===== config.mk =====
export PLATFORM = sky130hd
export DESIGN_NAME = timezone_date_adjust
export DESIGN_NICKNAME = d
export VERILOG_FILES = /design/src/rtl/core/tzda_pkg.sv /design/src/rtl/core/tzda_cfg_regs.sv /design/src/rtl/core/tzda_hour_wrap.sv /design/src/rtl/core/tzda_cal_step.sv /design/src/rtl/core/timezone_date_adjust.sv
export SDC_FILE = /design/constraint.sdc
export NUM_CORES = 1
export LEC_CHECK = 0
export BUFFER_PORTS_ARGS = -buffer_cell sky130_fd_sc_hd__buf_2
export CAP_MARGIN = 10
export CORE_MARGIN = 2
export CORE_UTILIZATION = 30
export CTS_CLUSTER_SIZE = 24
export DETAILED_ROUTE_END_ITERATION = 7
export SLEW_MARGIN = 20
export SYNTH_ARGS = -nofsm -noshare
export SYNTH_HDL_FRONTEND = slang
export SYNTH_SLANG_ARGS = --single-unit

===== constraint.sdc =====
create_clock -name i_clk -period 6.6 [get_ports i_clk]
set_input_delay 0.66 -clock i_clk [delete_from_list [all_inputs] [get_ports i_clk]]
set_output_delay 0.66 -clock i_clk [all_outputs]
set_load 0.05 [all_outputs]

===== src/rtl/core/tzda_pkg.sv =====
`timescale 1ns / 1ps

package tzda_pkg;

    // field widths of one clock reading
    localparam int SEC_W   = 6;
    localparam int MIN_W   = 6;
    localparam int HOUR_W  = 5;
    localparam int DAY_W   = 5;
    localparam int MONTH_W = 4;
    localparam int YEAR_W  = 7;
    localparam int OFFS_W  = 6;

    // packed word layout, lowest field first, padded to whole bytes
    localparam int SEC_LSB   = 0;
    localparam int MIN_LSB   = SEC_LSB + SEC_W;
    localparam int HOUR_LSB  = MIN_LSB + MIN_W;
    localparam int DAY_LSB   = HOUR_LSB + HOUR_W;
    localparam int MONTH_LSB = DAY_LSB + DAY_W;
    localparam int YEAR_LSB  = MONTH_LSB + MONTH_W;
    localparam int USED_W    = YEAR_LSB + YEAR_W;
    localparam int TDATA_W   = ((USED_W + 7) / 8) * 8;

    // config port
    localparam int PADDR_W = 3;
    localparam int PDATA_W = 32;
    localparam logic REG_HOUR_OFFSET = 1'b0;   // register index, paddr[2]

    localparam logic [HOUR_W-1:0]  HOURS_PER_DAY = 5'd24;
    localparam logic [MONTH_W-1:0] MONTH_JAN     = 4'd1;
    localparam logic [MONTH_W-1:0] MONTH_FEB     = 4'd2;
    localparam logic [MONTH_W-1:0] MONTH_DEC     = 4'd12;
    localparam logic [YEAR_W-1:0]  YEAR_LAST     = 7'd99;
    localparam logic [YEAR_W-1:0]  YEAR_2100     = 7'd100;
    localparam logic [DAY_W-1:0]   FEB_LEAP_LEN  = 5'd29;

    // month lengths indexed by month code; unused codes count as 31 days
    localparam logic [DAY_W-1:0] MONTH_LEN [16] = '{
        5'd31, 5'd31, 5'd28, 5'd31, 5'd30, 5'd31, 5'd30, 5'd31,
        5'd31, 5'd30, 5'd31, 5'd30, 5'd31, 5'd31, 5'd31, 5'd31
    };

    typedef enum logic [1:0] {
        STEP_NONE,
        STEP_FWD,
        STEP_BACK
    } t_step;

    // day steps produced by the hour wrap, applied in order
    typedef struct packed {
        t_step step1;
        t_step step2;
    } t_wrap;

    typedef struct packed {
        logic [YEAR_W-1:0]  year;
        logic [MONTH_W-1:0] month;
        logic [DAY_W-1:0]   day;
    } t_date;

    // length of a month in 2000+year; 2000 is leap, 2100 is not
    function automatic logic [DAY_W-1:0] month_days(input logic [MONTH_W-1:0] m,
                                                   input logic [YEAR_W-1:0] y);
        logic leap;
        leap = (y[1:0] == 2'b00) && (y != YEAR_2100);
        if ((m == MONTH_FEB) && leap) begin
            return FEB_LEAP_LEN;
        end
        return MONTH_LEN[m];
    endfunction

endpackage


===== src/rtl/core/tzda_cfg_regs.sv =====
`timescale 1ns / 1ps

module tzda_cfg_regs (
    input  logic                           i_clk,
    input  logic                           i_rst_n,
    input  logic                           psel,
    input  logic                           penable,
    input  logic                           pwrite,
    input  logic [tzda_pkg::PADDR_W-1:0]   paddr,
    input  logic [tzda_pkg::PDATA_W-1:0]   pwdata,
    output logic [tzda_pkg::PDATA_W-1:0]   prdata,
    output logic                           pready,
    output logic signed [tzda_pkg::OFFS_W-1:0] o_hour_offset
);
    import tzda_pkg::*;

    logic                     wr_en;
    logic signed [OFFS_W-1:0] r_hour_offset;

    assign pready = 1'b1;
    assign wr_en  = psel && penable && pwrite && pready && (paddr[2] == REG_HOUR_OFFSET);

    always_ff @(posedge i_clk) begin
        if (!i_rst_n) begin
            r_hour_offset <= '0;
        end else if (wr_en) begin
            r_hour_offset <= pwdata[OFFS_W-1:0];
        end
    end

    // read back sign-extended
    always_comb begin
        if (paddr[2] == REG_HOUR_OFFSET) begin
            prdata = {{(PDATA_W-OFFS_W){r_hour_offset[OFFS_W-1]}}, r_hour_offset};
        end else begin
            prdata = '0;
        end
    end

    assign o_hour_offset = r_hour_offset;

endmodule


===== src/rtl/core/tzda_hour_wrap.sv =====
`timescale 1ns / 1ps

module tzda_hour_wrap (
    input  logic [tzda_pkg::HOUR_W-1:0]        i_hours,
    input  logic signed [tzda_pkg::OFFS_W-1:0] i_offset,
    output logic [tzda_pkg::HOUR_W-1:0]        o_hours,
    output tzda_pkg::t_wrap                    o_wrap
);
    import tzda_pkg::*;

    localparam int SUM_W = HOUR_W + 2;

    logic signed [SUM_W-1:0] sum;
    logic signed [SUM_W-1:0] one_day;
    logic signed [SUM_W-1:0] two_days;
    logic signed [SUM_W-1:0] adj;

    assign one_day  = signed'({2'b00, HOURS_PER_DAY});
    assign two_days = one_day <<< 1;
    assign sum = signed'({2'b00, i_hours})
               + signed'({{(SUM_W-OFFS_W){i_offset[OFFS_W-1]}}, i_offset});

    // sum spans -32..62, so at most two whole days either way
    always_comb begin
        priority if (sum >= two_days) begin
            adj    = sum - two_days;
            o_wrap = '{step1: STEP_FWD, step2: STEP_FWD};
        end else if (sum >= one_day) begin
            adj    = sum - one_day;
            o_wrap = '{step1: STEP_FWD, step2: STEP_NONE};
        end else if (sum >= 0) begin
            adj    = sum;
            o_wrap = '{step1: STEP_NONE, step2: STEP_NONE};
        end else if (sum >= -one_day) begin
            adj    = sum + one_day;
            o_wrap = '{step1: STEP_BACK, step2: STEP_NONE};
        end else begin
            adj    = sum + two_days;
            o_wrap = '{step1: STEP_BACK, step2: STEP_BACK};
        end
    end

    assign o_hours = adj[HOUR_W-1:0];

endmodule


===== src/rtl/core/tzda_cal_step.sv =====
`timescale 1ns / 1ps

module tzda_cal_step (
    input  tzda_pkg::t_date i_date,
    input  tzda_pkg::t_step i_step,
    output tzda_pkg::t_date o_date
);
    import tzda_pkg::*;

    logic [DAY_W:0]     day_inc;
    logic [DAY_W-1:0]   len_cur;
    logic [DAY_W-1:0]   len_prev;
    logic [MONTH_W-1:0] month_prev;
    logic [YEAR_W-1:0]  year_prev;
    logic               wrap_back;

    assign day_inc = {1'b0, i_date.day} + 1'b1;
    assign len_cur = month_days(i_date.month, i_date.year);

    // previous month; January and month 0 fall back to December of last year
    assign wrap_back  = (i_date.month <= MONTH_JAN);
    assign month_prev = wrap_back ? MONTH_DEC : i_date.month - 1'b1;
    assign year_prev  = !wrap_back ? i_date.year :
                        ((i_date.year == '0) || (i_date.year > YEAR_LAST)) ? YEAR_LAST :
                        i_date.year - 1'b1;
    assign len_prev   = month_days(month_prev, year_prev);

    always_comb begin
        o_date = i_date;
        unique case (i_step)
            STEP_FWD: begin
                if (day_inc > {1'b0, len_cur}) begin
                    o_date.day = DAY_W'(1);
                    if (i_date.month >= MONTH_DEC) begin
                        o_date.month = MONTH_JAN;
                        o_date.year  = (i_date.year >= YEAR_LAST) ? '0 : i_date.year + 1'b1;
                    end else begin
                        o_date.month = i_date.month + 1'b1;
                    end
                end else begin
                    o_date.day = day_inc[DAY_W-1:0];
                end
            end
            STEP_BACK: begin
                if (i_date.day <= DAY_W'(1)) begin
                    o_date.day   = len_prev;
                    o_date.month = month_prev;
                    o_date.year  = year_prev;
                end else begin
                    o_date.day = i_date.day - 1'b1;
                end
            end
            default: begin
                o_date = i_date;
            end
        endcase
    end

endmodule


===== src/rtl/core/timezone_date_adjust.sv =====
`timescale 1ns / 1ps

// Time zone adjust for binary RTC readings.
// Slave stream (s_axis_*) takes one reading per word: seconds, minutes,
// hours, day, month and two-digit year (2000 + year). The master stream
// (m_axis_*) returns the same fields with the configured hour offset
// applied: hours wrap at 24 and every wrap carries or borrows one day,
// rolling over month ends (February 29 in leap years), December/January
// and year 99/0. Seconds and minutes pass through.
// hour_offset is a signed 6-bit register at APB address 0; write it only
// while no words are in flight. pready is tied high.
// Each word passes the input register, then the result register. Throughput:
// one word per cycle while the receiver does not stall; each word is a
// single pass through the hour wrap and two chained day steps.
// Reset (synchronous, active low) empties both stages and clears the
// offset to zero. When the receiver stalls, the result stays in the output
// register, the input register still takes one more word, and tready drops
// only when both are full.
module timezone_date_adjust (
    input  logic                             i_clk,
    input  logic                             i_rst_n,
    // slave stream
    input  logic                             s_axis_tvalid,
    output logic                             s_axis_tready,
    // [5:0] seconds, [11:6] minutes, [16:12] hours, [21:17] day,
    // [25:22] month, [32:26] year, [39:33] zero
    input  logic [tzda_pkg::TDATA_W-1:0]     s_axis_tdata,
    // master stream
    output logic                             m_axis_tvalid,
    input  logic                             m_axis_tready,
    // [5:0] seconds, [11:6] minutes, [16:12] hours, [21:17] day,
    // [25:22] month, [32:26] year, [39:33] zero
    output logic [tzda_pkg::TDATA_W-1:0]     m_axis_tdata,
    // config port
    input  logic                             psel,
    input  logic                             penable,
    input  logic                             pwrite,
    input  logic [tzda_pkg::PADDR_W-1:0]     paddr,
    input  logic [tzda_pkg::PDATA_W-1:0]     pwdata,
    output logic [tzda_pkg::PDATA_W-1:0]     prdata,
    output logic                             pready
);
    import tzda_pkg::*;

    logic signed [OFFS_W-1:0] hour_offset;

    // input stage
    logic                r_a_valid;
    logic [USED_W-1:0]   r_a_data;
    logic                a_adv;
    logic                s_accept;

    // result stage
    logic                r_b_valid;
    logic [SEC_W-1:0]    r_b_sec;
    logic [MIN_W-1:0]    r_b_min;
    logic [HOUR_W-1:0]   r_b_hours;
    t_date               r_b_date;

    logic [HOUR_W-1:0]   a_hours;
    t_date               a_date;
    t_date               mid_date;
    t_date               n_date;
    logic [HOUR_W-1:0]   n_hours;
    t_wrap               wrap;

    tzda_cfg_regs u_cfg (
        .i_clk         (i_clk),
        .i_rst_n       (i_rst_n),
        .psel          (psel),
        .penable       (penable),
        .pwrite        (pwrite),
        .paddr         (paddr),
        .pwdata        (pwdata),
        .prdata        (prdata),
        .pready        (pready),
        .o_hour_offset (hour_offset)
    );

    // stage A moves on when stage B is empty or being drained
    assign a_adv         = !r_b_valid || m_axis_tready;
    assign s_axis_tready = !r_a_valid || a_adv;
    assign s_accept      = s_axis_tvalid && s_axis_tready;

    always_ff @(posedge i_clk) begin
        if (!i_rst_n) begin
            r_a_valid <= 1'b0;
        end else if (s_axis_tready) begin
            r_a_valid <= s_axis_tvalid;
        end
    end

    always_ff @(posedge i_clk) begin
        if (s_accept) begin
            r_a_data <= s_axis_tdata[USED_W-1:0];
        end
    end

    // unpack the held word
    assign a_hours    = r_a_data[HOUR_LSB +: HOUR_W];
    assign a_date.day   = r_a_data[DAY_LSB +: DAY_W];
    assign a_date.month = r_a_data[MONTH_LSB +: MONTH_W];
    assign a_date.year  = r_a_data[YEAR_LSB +: YEAR_W];

    tzda_hour_wrap u_wrap (
        .i_hours  (a_hours),
        .i_offset (hour_offset),
        .o_hours  (n_hours),
        .o_wrap   (wrap)
    );

    // two day steps at most; the second one sees the first one's date
    tzda_cal_step u_step1 (
        .i_date (a_date),
        .i_step (wrap.step1),
        .o_date (mid_date)
    );

    tzda_cal_step u_step2 (
        .i_date (mid_date),
        .i_step (wrap.step2),
        .o_date (n_date)
    );

    always_ff @(posedge i_clk) begin
        if (!i_rst_n) begin
            r_b_valid <= 1'b0;
        end else if (a_adv) begin
            r_b_valid <= r_a_valid;
        end
    end

    always_ff @(posedge i_clk) begin
        if (a_adv && r_a_valid) begin
            r_b_sec   <= r_a_data[SEC_LSB +: SEC_W];
            r_b_min   <= r_a_data[MIN_LSB +: MIN_W];
            r_b_hours <= n_hours;
            r_b_date  <= n_date;
        end
    end

    assign m_axis_tvalid = r_b_valid;
    assign m_axis_tdata  = {{(TDATA_W-USED_W){1'b0}},
                            r_b_date.year, r_b_date.month, r_b_date.day,
                            r_b_hours, r_b_min, r_b_sec};

    // local hour is always in range after the wrap
    a_hours_range: assert property (@(posedge i_clk) disable iff (!i_rst_n)
        r_b_valid |-> (r_b_hours < HOURS_PER_DAY))
        else $error("output hour out of range");

    // reset empties both stages
    a_reset_empty: assert property (@(posedge i_clk)
        !i_rst_n |=> (!r_a_valid && !r_b_valid))
        else $error("pipeline not empty after reset");

    // a full, blocked input stage must not take another word
    a_no_overrun: assert property (@(posedge i_clk) disable iff (!i_rst_n)
        (r_a_valid && !a_adv) |-> !s_axis_tready)
        else $error("input stage overrun");

    // a second day step always goes the same way as the first
    a_step_order: assert property (@(posedge i_clk) disable iff (!i_rst_n)
        (r_a_valid && (wrap.step2 != STEP_NONE)) |-> (wrap.step1 == wrap.step2))
        else $error("inconsistent day steps");

endmodule

# == After elaboration in Yosys (flattened, before gate mapping) ==
# Memory sizes are Yosys's and may differ from the RTL's.
# Index checks and enable logic that the tools add are counted.
# totals
register_bits,74
rom_bits,320
inputBits,82
out_inout_bits,75
mem_count,4
# op_classes
n_addsub,17
order_cmp,20
eq_ne,12
mux,51
n_bitwise,5
reduce_logical,25
# mem_list
memory,words,width,rd,rd_ports_with_merged_regs,wr,line_no,source
(name not given),16,5,1,0,0,tzda_pkg.sv:69,return MONTH_LEN[m];
(name not given),16,5,1,0,0,tzda_pkg.sv:69,
(name not given),16,5,1,0,0,tzda_pkg.sv:69,
(name not given),16,5,1,0,0,tzda_pkg.sv:69,
# op_table
op,n
5-bit 2-to-1 mux,24
16-bit case mux with 2 select lines,2
7-bit 2-to-1 mux,8
11-bit 2-to-1 mux,4
32-bit 2-to-1 mux,1
4-bit 2-to-1 mux,7
"7-bit != test, second input constant",4
"7-bit greater-or-equal comparator, second input constant",3
"5-bit greater-or-equal comparator, second input constant",4
4-bit inverter with 5-bit output,4
"4-bit by 2-bit equality test with 1-bit output, second input constant",4
"7-bit by 1-bit adder with 7-bit output, second input constant",2
"7-bit by 6-bit greater-or-equal comparator with 1-bit output, second input constant",2
"7-bit greater-than comparator, second input constant",2
7-bit logical NOT,2
"7-bit by 1-bit subtractor with 7-bit output, second input constant",2
1-bit logical AND,13
"5-bit by 1-bit adder with 6-bit output, second input constant",2
6-bit by 5-bit greater-than comparator with 1-bit output,2
"5-bit by 1-bit <= comparator with 1-bit output, second input constant",2
"5-bit by 1-bit subtractor with 5-bit output, second input constant",2
"4-bit by 1-bit adder with 4-bit output, second input constant",2
"4-bit greater-or-equal comparator, second input constant",2
"4-bit by 1-bit <= comparator with 1-bit output, second input constant",2
other kinds (15),28

# == Longest topological paths before layout ==
# depth
ltp_word,22
ltp_mapped,31
depth_no_buf,28

# == Cells and area by module ==
# Synthesis repeated with hierarchy kept, for this count alone.
# unflattened
cells_unflattened,704
area_unflattened_um2,6323.6
# by_module_without_submodules
mod,n_inst,cells_each,area_each_um2,seq_area_each_um2
tzda_cal_step,2,238,1536.5,0.0
timezone_date_adjust,1,83,2142.1,2021.9
tzda_hour_wrap,1,84,599.3,0.0
tzda_cfg_regs,1,61,509.2,120.1

# == Least setup slack after synthesis ==
# Ideal clock, no wire load.
# synth_timing
path_type,register to register
start,register r_a_data[12]
end,"register r_b_date, in the netlist m_axis_tdata[17], data pin"
setup_ns,0.256
t_arrival_ns,5.674
required_time_ns,6.344
setup_slack_ns,0.670
path_stages_with_launch,30
path_buffers,2
synth_period_minus_slack_ns,5.930
path_cell_list,edfxtp_1 -> ha_1 -> fa_1 -> a21o_1 -> a21oi_1 -> nor2b_1 -> nor3b_1 -> inv_1 -> ha_1 -> clkbuf_1 -> inv_1 -> clkbuf_1 -> nand2_1 -> a311oi_1 -> o221a_2 -> a21oi_2 -> ha_1 -> o21ai_0 -> nand2_1 -> a221o_1 -> ha_1 -> nand2_1 -> o21ai_0 -> nor2_1 -> mux2_2 -> o2111ai_2 -> a21oi_2 -> nand2_1 -> nand4_1 -> a41o_1
# synth_lines
element,line_no,source
from (decl),timezone_date_adjust.sv:49,logic [USED_W-1:0] r_a_data;
from (signal assigned),timezone_date_adjust.sv:95,r_a_data <= s_axis_tdata[USED_W-1:0];
to (signal assigned),timezone_date_adjust.sv:138,r_b_date <= n_date;
to (decl),timezone_date_adjust.sv:58,t_date r_b_date;

==> results.md <==
Status:
- The flow ran to the end, and the final reports show no timing, DRC or antenna violations.

Floorplanning:
- The overall die area is around 22000 um2.
- In this run the horizontal extent of the chip is 149 um.
- The floorplan step defined a core boundary enclosing 20800 um2.
- about 160 I/O pins were placed.
- The die is 149 um tall.
- The total number of placement rows is 53.
- The starting density of the core is 0.303.

Synth:
- The commonest cells after synthesis are 66 x sky130_fd_sc_hd__edfxtp_1, 54 x sky130_fd_sc_hd__nand2_1, 44 x sky130_fd_sc_hd__nor2_1.
- The share of synthesized area in the top cell type comes to 0.314.
- After synthesis, the mean cell area works out to around 9 um2.
- The most area-hungry cell type in the Yosys netlist is sky130_fd_sc_hd__edfxtp_1.
- Of the synthesized area, sequential elements account for 0.340.
- Sorting the synthesized cells by area gives the leading types as sky130_fd_sc_hd__edfxtp_1 31%, sky130_fd_sc_hd__ha_1 7.1%, sky130_fd_sc_hd__buf_4 4.3%.
- The yosys synthesis warning count is 0.
- The area of the mapped netlist is 6310 um2.
- Yosys mapped the design onto 96 distinct sky130hd cell types.
- Counting flops and latches in the post-synthesis netlist gives 74.
- In the synthesized netlist the dominant register cell turns out to be sky130_fd_sc_hd__edfxtp_1.
- Counting flops with a built-in enable in the synthesized netlist gives 66.
- For this run, asynchronously set or reset flops after synthesis account for 0.
- The post-synthesis cell count is 683.
- In the post-synthesis netlist, the cell with the most instances is sky130_fd_sc_hd__edfxtp_1.

Timing:
- In this run the tightest slew margin relative to its limit is 0.398.
- The portion of the clock cycle consumed by the worst path in the final layout is 0.956.
- Counting I/O delays and the setup requirement, the final critical path takes ~6300 ps.
- The largest clock skew in the final design is 10.1 ps.
- Setup violations remaining at the end of the flow were counted as 0.
- The maximum achievable frequency is 0.158 GHz.
- The slew at the pin closest to its max-slew limit is between 900 and 1000 ps.
- The final max-slew violation count is 0.
- The total count of hold-check failures in the final report was 0.

Hold path:
- The type of the most critical hold path is flop to flop.
- The startpoint identified for the worst hold timing path is r_a_data[11]$_DFFE_PP_.

Cells and area:
- From synthesis to final layout, the design area changed by 18.8%.
- Fill cells in the final layout number 2114.
- The total number of nets in the final design is 904.
- The finished cells cover 7500 um2.
- In the final layout, the share of cells above drive strength 1 is 0.284.
- The repair_antennas step left the layout with diodes totalling 0.

Detailed routing:
- The wire length reported by the detailed router is 16800 um.
- The first routing iteration left 597 violations.
- The routed length per placed instance is 15.8 um.
- The first-pass iteration count of the detailed router is 5.
- For this run, design rule violations remaining after detail routing come to 0.
- The residual antenna-violating net count after detailed routing is 0.
- Across all layers, the routed design uses 5624 vias.
- The ratio of routed vias to standard cells is 5.28.

Worst setup path:
- The launching point of the worst reg2reg path is r_a_data[31]$_DFFE_PP_.
- The arrival time of the worst setup path is 6390 ps.
- The worst setup path is launched from a flop.
- STA classifies the critical path endpoint as a flop.
- The type of the setup path with the least slack is flop to flop.
- The highest fanout seen on the critical path is 7.
- For the worst setup path, the data required time is 6680 ps.
- The launch point of the critical path is r_a_data[31]$_DFFE_PP_.

Clocking:
- CTS built an H-tree with a depth of 3.
- The insertion delay to the later sink of the worst-skew pair is 340 ps.
- After clock tree synthesis, the clock-pin slew on the worst setup and hold paths is 60 ps.
- The TritonCTS clock tree is done.
- Clock tree synthesis selected as its root buffer the cell sky130_fd_sc_hd__clkbuf_16.
- After clock tree synthesis, the flow added hold-fix buffers numbering 0.
- The clock sink count is 74.
- The CTS buffer count is 9.
- Counting along the longest clock path gives a buffer depth of 2.

Global route:
- The total overflow left after global routing is 0.
- The number of antenna violations at the first check in global routing is 0.
- In the global route stage, overall resource usage came out at 0.147.
- The via count of the first global-routing pass was approximately 4800.
- The largest net degree at the start of global routing is 34.
- The global-route wire length before repair is 26100 um.

Pwr:
- The power after layout is 1.58 mW.
- For this design the static power due to leakage is 3.03 nW.
- IR analysis of the VDD net gives a maximum drop of 0.114 mV.
- Power spread over the standard cell area amounts to 210 nW/um2.

Place:
- The total placed instance area is 7090 um2.
- In this run the tool buffered the top-level ports with about 110 buffer cells.
- After legalization and detailed placement, the total HPWL measured 12700 um.
- The routability-driven placement congestion ratio is 0.904.

Run:
- Across the run, the number of max-cap violations was 0.
-- kinds of logic after synthesis --
kind of cell / Yosys count / synth area share
xor gates and xnor gates: 13 / 0.0180
and+or+nand+nor: 243 / 0.219
other: 2 / 0.00119
muxes: 15 / 0.0242
AOI/OAI and AO/OA: 204 / 0.242
DFF: 74 / 0.340
buffers and inverters: 95 / 0.0819
adders and majority gates: 37 / 0.0746
-- cell type report --
class | instances | area [um2] | share of cell area
clock buffer | 9 | 225 | 0.0300
multi-input combinational | 521 | 3760 | 0.501
sequential | 74 | 2140 | 0.286
clock inverter | 7 | 85.1 | 0.0113
timing repair buffer | 148 | 828 | 0.110
tap | 275 | 344 | 0.0459
inverter | 31 | 116 | 0.0155
-- through the flow --
| stage | std cells | setup WS [ps] | util | setup TNS, ps | hold slack [ps] |
|---|---|---|---|---|---|
| 4_1_cts | 1061 | 208 | 0.355 | 0 | 421 |
| 3_3_place_gp | 1045 | 224 | 0.340 | 0 | 400 |
| 5_1_grt | 1065 | -5.42 | 0.360 | -5.42 | 423 |
| 6_report | 1065 | 290 | 0.360 | 0 | 418 |
| 2_1_floorplan | 689 | 670 | - | 0 | 400 |
| 3_5_place_dp | 1045 | 243 | 0.340 | 0 | 405 |
-- flip-flops by register name (all words and copies together) (netlist names) --
name,flops
r_a_data,33
m_axis_tdata,16
r_b_min,6
r_b_sec,6
u_cfg.o_hour_offset,6
r_b_hours,5
m_axis_tvalid,1
r_a_valid,1
-- final timing paths --
check | endpoint | slack, ps | depth (start not counted)
worst min register to register | r_b_min[5]$_DFFE_PP_ | 420 | 0
worst max register to register | m_axis_tdata[30]$_DFFE_PP_ | 290 | 26
worst min-delay path | r_b_min[5]$_DFFE_PP_ | 420 | 0
worst max-delay path | m_axis_tdata[30]$_DFFE_PP_ | 290 | 26
-- where the power goes --
group          switching [mW]  internal [mW]
registers              0.0154          0.545
logic                   0.331          0.176
clock network           0.209          0.300
-- cell usage in the layout, fill, tap and decap left out, drive strengths merged, types with 13 or more instances in the layout --
cell type / netlist / routed
a21oi: 44 / 45
a31oi: 14 / 14
and2: 13 / 13
buf: 46 / 148
edfxtp: 66 / 66
ha: 36 / 36
inv: 31 / 34
mux2i: 13 / 13
nand2: 54 / 54
nand3: 24 / 24
nor2: 44 / 44
nor2b: 26 / 26
nor3: 20 / 20
o21ai: 33 / 33
o31ai: 13 / 13
-- critical path, cell delays in order (launching register included) --
cell and delay (ps):
sky130_fd_sc_hd__edfxtp_1 510, sky130_fd_sc_hd__nand2_1 240, sky130_fd_sc_hd__o31ai_1 340, sky130_fd_sc_hd__a21oi_1 120, sky130_fd_sc_hd__a211o_1 290, sky130_fd_sc_hd__ha_1 290
sky130_fd_sc_hd__a21oi_1 80, sky130_fd_sc_hd__o2111a_1 260, sky130_fd_sc_hd__o311ai_1 560, sky130_fd_sc_hd__o221ai_1 260, sky130_fd_sc_hd__a31oi_2 300, sky130_fd_sc_hd__or2_2 210
sky130_fd_sc_hd__nand2_1 90, sky130_fd_sc_hd__o21ai_0 240, sky130_fd_sc_hd__nand2_1 80, sky130_fd_sc_hd__a221o_1 330, sky130_fd_sc_hd__ha_1 270, sky130_fd_sc_hd__nand2_1 50
sky130_fd_sc_hd__o21ai_0 110, sky130_fd_sc_hd__nor2_1 60, sky130_fd_sc_hd__mux2_2 310, sky130_fd_sc_hd__o2111ai_4 340, sky130_fd_sc_hd__a21oi_4 150, sky130_fd_sc_hd__buf_4 160
sky130_fd_sc_hd__and4b_1 160, sky130_fd_sc_hd__o21ai_1 120, sky130_fd_sc_hd__o311ai_1 100
-- timing repair --
item	4_1_cts	5_1_grt
buffers inserted	0	3
setup endpoints to repair	0	16
resized for setup	0	13
-- routing by layer --
layer	vias to the layer above	routed length [um]	GRT usage
met4	0	312	0.0352
met5	-	0	0
met3	22	1020	0.0291
li1	2768	-	-
met1	2631	8190	0.222
met2	203	7330	0.214
No activity file was read; power rests on OpenSTA's default activity.
